<file path="src/hdl/bts_pkg.sv">
// shared types and constants of the bilinear texture sampler
package bts_pkg;

  localparam int unsigned CFG_DATA_W   = 9;
  localparam int unsigned CFG_IDX_W    = 1;
  localparam int unsigned CHAN_W       = 8;
  localparam int unsigned NUM_CHAN     = 3;
  localparam int unsigned TEXEL_W      = CHAN_W * NUM_CHAN;
  localparam int unsigned OUT_W        = 16;
  localparam int unsigned COORD_W      = 32;
  localparam int unsigned COORD_FRAC_W = 16;
  // wide enough for any size in use, up to the largest store of 4096
  localparam int unsigned DIM_W        = 13;
  localparam int unsigned NUM_BANKS    = 4;
  localparam int unsigned BANK_SEL_W   = 2;

  localparam logic [CFG_IDX_W-1:0]  REG_TEX_WIDTH  = 1'b0;
  localparam logic [CFG_IDX_W-1:0]  REG_TEX_HEIGHT = 1'b1;
  localparam logic [CFG_DATA_W-1:0] TEX_DIM_RESET  = 9'd256;

  localparam logic OP_WRITE  = 1'b0;
  localparam logic OP_SAMPLE = 1'b1;

  localparam logic [OUT_W-1:0] CHAN_OUT_MAX = 16'hFF00;

  typedef struct packed {
    logic                       opcode;
    logic [CHAN_W-1:0]          texel_x;
    logic [CHAN_W-1:0]          texel_y;
    logic [CHAN_W-1:0]          red_in;
    logic [CHAN_W-1:0]          green_in;
    logic [CHAN_W-1:0]          blue_in;
    logic signed [COORD_W-1:0]  coord_u;
    logic signed [COORD_W-1:0]  coord_v;
  } cmd_t;

  typedef struct packed {
    logic [OUT_W-1:0] red_out;
    logic [OUT_W-1:0] green_out;
    logic [OUT_W-1:0] blue_out;
  } result_t;

  // parity of the four neighbour coordinates, picks a bank per tap
  typedef struct packed {
    logic x0_odd;
    logic x1_odd;
    logic y0_odd;
    logic y1_odd;
  } tap_sel_t;

endpackage

</file>
<file path="src/hdl/bts_blend.sv">
// blend pipeline: corner weights, per-tap products and channel sums
module bts_blend
  import bts_pkg::*;
#(
  parameter int unsigned WEIGHT_BITS = 8
) (
  input  logic                               clk_i,
  input  logic                               rst_ni,
  input  logic                               valid_i,
  input  logic [WEIGHT_BITS-1:0]             wu_i,
  input  logic [WEIGHT_BITS-1:0]             wv_i,
  input  tap_sel_t                           sel_i,
  input  logic [NUM_BANKS-1:0][TEXEL_W-1:0]  rd_data_i,
  output logic                               valid_o,
  output result_t                            result_o
);

  localparam int unsigned FW    = WEIGHT_BITS + 1;
  localparam int unsigned KW    = 2 * WEIGHT_BITS + 1;
  localparam int unsigned PW    = 2 * WEIGHT_BITS + CHAN_W;
  localparam int unsigned SHIFT = 2 * WEIGHT_BITS - CHAN_W;

  // tap order: 0 top-left, 1 top-right, 2 bottom-left, 3 bottom-right
  logic [FW-1:0]                 full, iu, iv, wu_x, wv_x;
  logic [NUM_BANKS-1:0][KW-1:0]  k_d;

  always_comb begin
    full   = FW'(1) << WEIGHT_BITS;
    wu_x   = FW'(wu_i);
    wv_x   = FW'(wv_i);
    iu     = full - wu_x;
    iv     = full - wv_x;
    k_d[0] = KW'(iu) * KW'(iv);
    k_d[1] = KW'(wu_x) * KW'(iv);
    k_d[2] = KW'(iu) * KW'(wv_x);
    k_d[3] = KW'(wu_x) * KW'(wv_x);
  end

  logic                          v2_q, v3_q, v4_q;
  tap_sel_t                      sel2_q;
  logic [NUM_BANKS-1:0][KW-1:0]  k_q;

  always_ff @(posedge clk_i or negedge rst_ni) begin
    if (!rst_ni) begin
      v2_q <= 1'b0;
      v3_q <= 1'b0;
      v4_q <= 1'b0;
    end else begin
      v2_q <= valid_i;
      v3_q <= v2_q;
      v4_q <= v3_q;
    end
  end

  always_ff @(posedge clk_i) begin
    sel2_q <= sel_i;
    k_q    <= k_d;
  end

  // pick each corner out of its bank
  logic [NUM_BANKS-1:0][TEXEL_W-1:0]        tap;
  logic [NUM_CHAN-1:0][NUM_BANKS-1:0][PW-1:0] prod_d, prod_q;

  always_comb begin
    tap[0] = rd_data_i[{sel2_q.y0_odd, sel2_q.x0_odd}];
    tap[1] = rd_data_i[{sel2_q.y0_odd, sel2_q.x1_odd}];
    tap[2] = rd_data_i[{sel2_q.y1_odd, sel2_q.x0_odd}];
    tap[3] = rd_data_i[{sel2_q.y1_odd, sel2_q.x1_odd}];
    for (int c = 0; c < NUM_CHAN; c++) begin
      for (int t = 0; t < NUM_BANKS; t++) begin
        prod_d[c][t] = PW'(tap[t][c*CHAN_W +: CHAN_W]) * PW'(k_q[t]);
      end
    end
  end

  always_ff @(posedge clk_i) begin
    prod_q <= prod_d;
  end

  // weights add up to full scale, so the sum never overflows
  logic [NUM_CHAN-1:0][PW-1:0]    sum;
  logic [NUM_CHAN-1:0][OUT_W-1:0] res_q;

  always_comb begin
    for (int c = 0; c < NUM_CHAN; c++) begin
      sum[c] = prod_q[c][0] + prod_q[c][1] + prod_q[c][2] + prod_q[c][3];
    end
  end

  always_ff @(posedge clk_i) begin
    for (int c = 0; c < NUM_CHAN; c++) begin
      res_q[c] <= sum[c][SHIFT +: OUT_W];
    end
  end

  assign valid_o            = v4_q;
  assign result_o.red_out   = res_q[0];
  assign result_o.green_out = res_q[1];
  assign result_o.blue_out  = res_q[2];

endmodule

</file>
<file path="config.mk">
export PLATFORM = sky130hd
export DESIGN_NAME = bts_blend
export DESIGN_NICKNAME = d
export VERILOG_FILES = /design/src/hdl/bts_pkg.sv /design/src/hdl/bts_blend.sv
export SDC_FILE = /design/constraint.sdc
export NUM_CORES = 2
export LEC_CHECK = 0
export ABC_AREA = 1
export BUFFER_PORTS_ARGS = -buffer_cell sky130_fd_sc_hd__buf_2
export CAP_MARGIN = 25
export CORE_MARGIN = 2
export CORE_UTILIZATION = 55
export DETAILED_ROUTE_END_ITERATION = 8
export PLACE_DENSITY = 0.68
export SLEW_MARGIN = 40
export SYNTH_ARGS = -nofsm -noshare
export SYNTH_HDL_FRONTEND = slang
export SYNTH_SLANG_ARGS = --single-unit
</file>
<file path="constraint.sdc">
create_clock -name clk_i -period 13.9 [get_ports clk_i]
set_input_delay 1.39 -clock clk_i [delete_from_list [all_inputs] [get_ports clk_i]]
set_output_delay 1.39 -clock clk_i [all_outputs]
set_load 0.01 [all_outputs]
</file>
Word-level counts from Yosys, hierarchy flattened
Index checks and enable logic that the tools add are counted.
{"block": "op_classes", "n_addsub": 11, "mul": 16, "n_lt_le_gt_ge": 4, "mux": 8}
{"operator": "24-bit adder", "count": 9}
{"operator": "8-bit by 17-bit multiplier with 24-bit output", "count": 9}
{"operator": "24-bit binary-select mux with 2-bit select", "count": 4}
{"operator": "24-bit 2-to-1 mux", "count": 4}
{"operator": "8-bit by 16-bit multiplier with 24-bit output", "count": 3}
{"operator": "9-bit by 8-bit subtractor with 9-bit output, first input constant", "count": 2}
{"operator": "8-bit by 9-bit multiplier with 17-bit output", "count": 1}
{"operator": "9-bit by 8-bit multiplier with 17-bit output", "count": 1}
{"operator": "9-bit by 9-bit multiplier with 17-bit output", "count": 1}
{"operator": "8-bit by 8-bit multiplier with 16-bit output", "count": 1}
{"operator": "2-bit by 3-bit less-than comparator with 1-bit output, second input constant", "count": 4}
{"block": "totals", "ff_bits": 410, "in_bits": 119, "out_inout_bits": 49, "wordCells": 65}

Logic depth before layout (Yosys ltp)
{"block": "depth", "depth_word": 3, "mapped_depth": 28, "ltp_nobuf": 26}

Worst setup path after synthesis
OpenSTA, ideal clock, no wires.
{"block": "synth_timing", "kind": "in2reg", "startpoint": "in wv_i[0]", "endpoint": "reg k_q[16] (netlist name)", "setup_time_ns": 0.112, "arrival_time_ns": 5.581, "required_ns": 13.788, "setup_slack_ns": 8.207, "stages": 19, "n_path_buf": 0, "path_cell_list": "inv_2 > ha_1 > xnor2_1 > clkinv_1 > nor2_1 > fa_1 > fa_1 > inv_1 > fa_1 > fa_1 > inv_1 > ha_1 > nand2_1 > o21ai_0 > nand3_1 > nand3_1 > inv_1 > nand2_1 > nand2_1"}
{"element": "start, declared", "line_no": "bts_blend.sv:11", "source": "input logic [WEIGHT_BITS-1:0] wv_i,"}
{"element": "end signal, assigned", "line_no": "bts_blend.sv:57", "source": "k_q <= k_d;"}
{"element": "end, declared", "line_no": "bts_blend.sv:41", "source": "logic [NUM_BANKS-1:0][KW-1:0] k_q;"}

==> impl_metrics.env <==
export IMPL_finalSetupViolations=0
export IMPL_dr_pass1_iters=8
export IMPL_die_w_um=378
export IMPL_wl_per_cell_um=21.6
export IMPL_drtIter0Drc=6037
export IMPL_path_clk_slew_ps=70
export IMPL_antenna_found_initial=15
export IMPL_synthArstFlopShare_pct=0.737
export IMPL_pin_count=168
export IMPL_syn_num_nets=12300
export IMPL_initial_utilization_pct=55.3
export IMPL_cts_htree_levels=2
export IMPL_fp_dieH_um=378
export IMPL_io_buffers=167
export IMPL_worst_slew_pin_transition_ps=973
export IMPL_layout_drive_gt1_share_pct=4.59
export IMPL_cts_resized=0
export IMPL_synth_top_area_cell="fa_1"
export IMPL_synthCells=10100
export IMPL_cts_tree="done"
export IMPL_netlist_top_cells_area="fa_1 (35%), ha_1 (12%), dfxtp_1 (10%)"
export IMPL_gp_congestion=1.02
export IMPL_grt_pass1_vias=69300
export IMPL_drv_cap=0
export IMPL_grt_pass1_wl_mm=401
export IMPL_area_delta_synth_final_pct=6.05
export IMPL_insertion_delay_ps=680
export IMPL_finalNetCount=12300
export IMPL_cp_start_kind="flop"
export IMPL_period_minus_slack_ps=6630
export IMPL_hold_buffers=0
export IMPL_num_vias=66900
export IMPL_cts_made_buffers=53
export IMPL_grt_total_usage_pct=37.1
export IMPL_grt_max_degree=42
export IMPL_overflow=0
export IMPL_dieArea_um2=143000
export IMPL_drc=0
export IMPL_rsz0062_at_grt="false"
export IMPL_ant_nets=0
export IMPL_setup_tns_ps=0
export IMPL_synth_edff_count=0
export IMPL_cts_buffer_depth=3
export IMPL_hold_viol_final=0
export IMPL_synth_avg_cell_area_um2=7.66
export IMPL_cp_required_ps=14440
export IMPL_hold_path_class="reg -> reg"
export IMPL_ys_seq_area_share_pct=10.6
export IMPL_final_max_slew_violation_count=0
export IMPL_post_dp_hpwl_mm=210
export IMPL_min_period_over_period_pct=47.7
export IMPL_cts_sinks=407
export IMPL_num_rows=137
export IMPL_skew_ps=47.9
export IMPL_arrival_ps=7170
export IMPL_synth_area_um2=77100
export IMPL_critPathKind="reg -> reg"
export IMPL_synth_main_ff_cell="dfxtp_1"
export IMPL_crit_fanout=39
export IMPL_cp_end_kind="flop"
export IMPL_post_cts_buffers=0
export IMPL_root_buffer="clkbuf_16"
export IMPL_yosys_register_bits=407
export IMPL_synth_top_cell_area_share_pct=35.2
export IMPL_fmax_mhz=151
export IMPL_core_um2=139000
export IMPL_yosysUniqueCellTypes=43
export IMPL_status="finished clean"
export IMPL_yosys_warnings=0
export IMPL_slew_headroom_pct=35.0
export IMPL_drt_wl_total_mm=260
export IMPL_drt_vias_per_instance=5.56
==> cells by family after synthesis <==
kind of cell             synth area share (%)
AND/OR/NAND/NOR                          21.0
buffers and inverters                    11.8
adder cells (fa/ha/maj)                  47.1
AO/OA/AOI/OAI                            5.64
flip-flops                               10.6
XOR/XNOR                                 3.33
multiplexers                            0.545
==> placed cells by master, fill, tap and decap left out, types with 100 or more instances in the layout <==
master and instances:
inv_1 2032, nor2_1 1742, buf_2 167, ha_1 730, nand4_1 121, xnor2_1 100, nand3_1 281, fa_1 1357
o21ai_0 254, nand2_1 1808, dfxtp_1 399, a21oi_1 436, xor2_1 185
==> metrics by stage <==
stage          worst slack (ps)  std cells  hold WS, ps  utilization, %  instance area (um^2)
2_1_floorplan              8210      10100          331               -                 77100
3_3_place_gp               6790      11900          336            57.1                 79600
3_5_place_dp               7060      11900          338            57.3                 79800
4_1_cts                    7430      12000          363            58.6                 81700
5_1_grt                    7090      12000          369            58.7                 81700
6_report                   7270      12000          359            58.7                 81800
==> routing by layer <==
| layer | share of wire [%] | global-route usage, % | up-vias |
|---|---|---|---|
| met5 | 0.059 | 0 | - |
| met4 | 5.3 | 16.2 | 18 |
| met3 | 11 | 11.4 | 644 |
| met2 | 43 | 57.8 | 3169 |
| met1 | 40 | 47.5 | 32700 |
| li1 | - | - | 30300 |
==> final timing paths <==
| kind | to | cells after the start | slack (ps) | start |
|---|---|---|---|---|
| min reg2reg | v3_q$_DFF_PN0_ | 0 | 360 | v2_q$_DFF_PN0_ |
| min in group asynchronous | v2_q$_DFF_PN0_ | 1 | 510 | rst_ni |
| max in group asynchronous | v3_q$_DFF_PN0_ | 1 | 13290 | rst_ni |
| max reg2reg | prod_q[279]$_DFF_P_ | 20 | 7270 | sel2_q[2]$_DFF_P_ |
| min | v3_q$_DFF_PN0_ | 0 | 360 | v2_q$_DFF_PN0_ |
| max | prod_q[279]$_DFF_P_ | 20 | 7270 | sel2_q[2]$_DFF_P_ |
==> critical path, stage by stage, from the launching register on <==
cell     delay, ps
dfxtp_4        740
buf_4          520
mux2i_1        700
nand2_1        110
nand2_1        670
inv_1          190
nand2_1        130
fa_1           450
fa_1           550
inv_1           50
fa_1           470
inv_1           50
fa_1           480
inv_1           50
ha_1           340
nand2_1        130
nor2_1         180
nand2_1         70
nand2_1        130
a21oi_1        100
xnor2_1        290
==> registers in the layout, indices dropped and copies added, names as in the netlist <==
name      flops
k_q          64
valid_o       1
result_o     48
prod_q      288
v3_q          1
v2_q          1
sel2_q        4
==> cell usage after synthesis (23+ instances only) <==
master,number
nor3_1,43
nand2_1,1819
o21ai_0,263
nand3_1,281
dfxtp_1,404
a21oi_1,436
mux2i_1,42
ha_1,730
fa_1,1357
inv_1,2041
xor2_1,185
xnor2_1,102
o21ai_1,23
nand4_1,121
buf_4,34
clkbuf_1,155
nor2_1,1742
o21ai_2,28
buf_2,86
==> cell type report <==
cell class / count / area, um^2
clock inverters: 31 / 389
diodes: 6 / 15.0
repair buffers: 259 / 1540
multi-input cells: 7305 / 60000
flip-flops and latches: 407 / 8170
well taps: 1876 / 2350
inverters: 2071 / 7780
clock buffers: 68 / 1470
fillers: 13100 / 57600
Power is left out: the tool's default activity adds up to more than one toggle a clock period on the data nets, which glitch-free logic cannot reach.
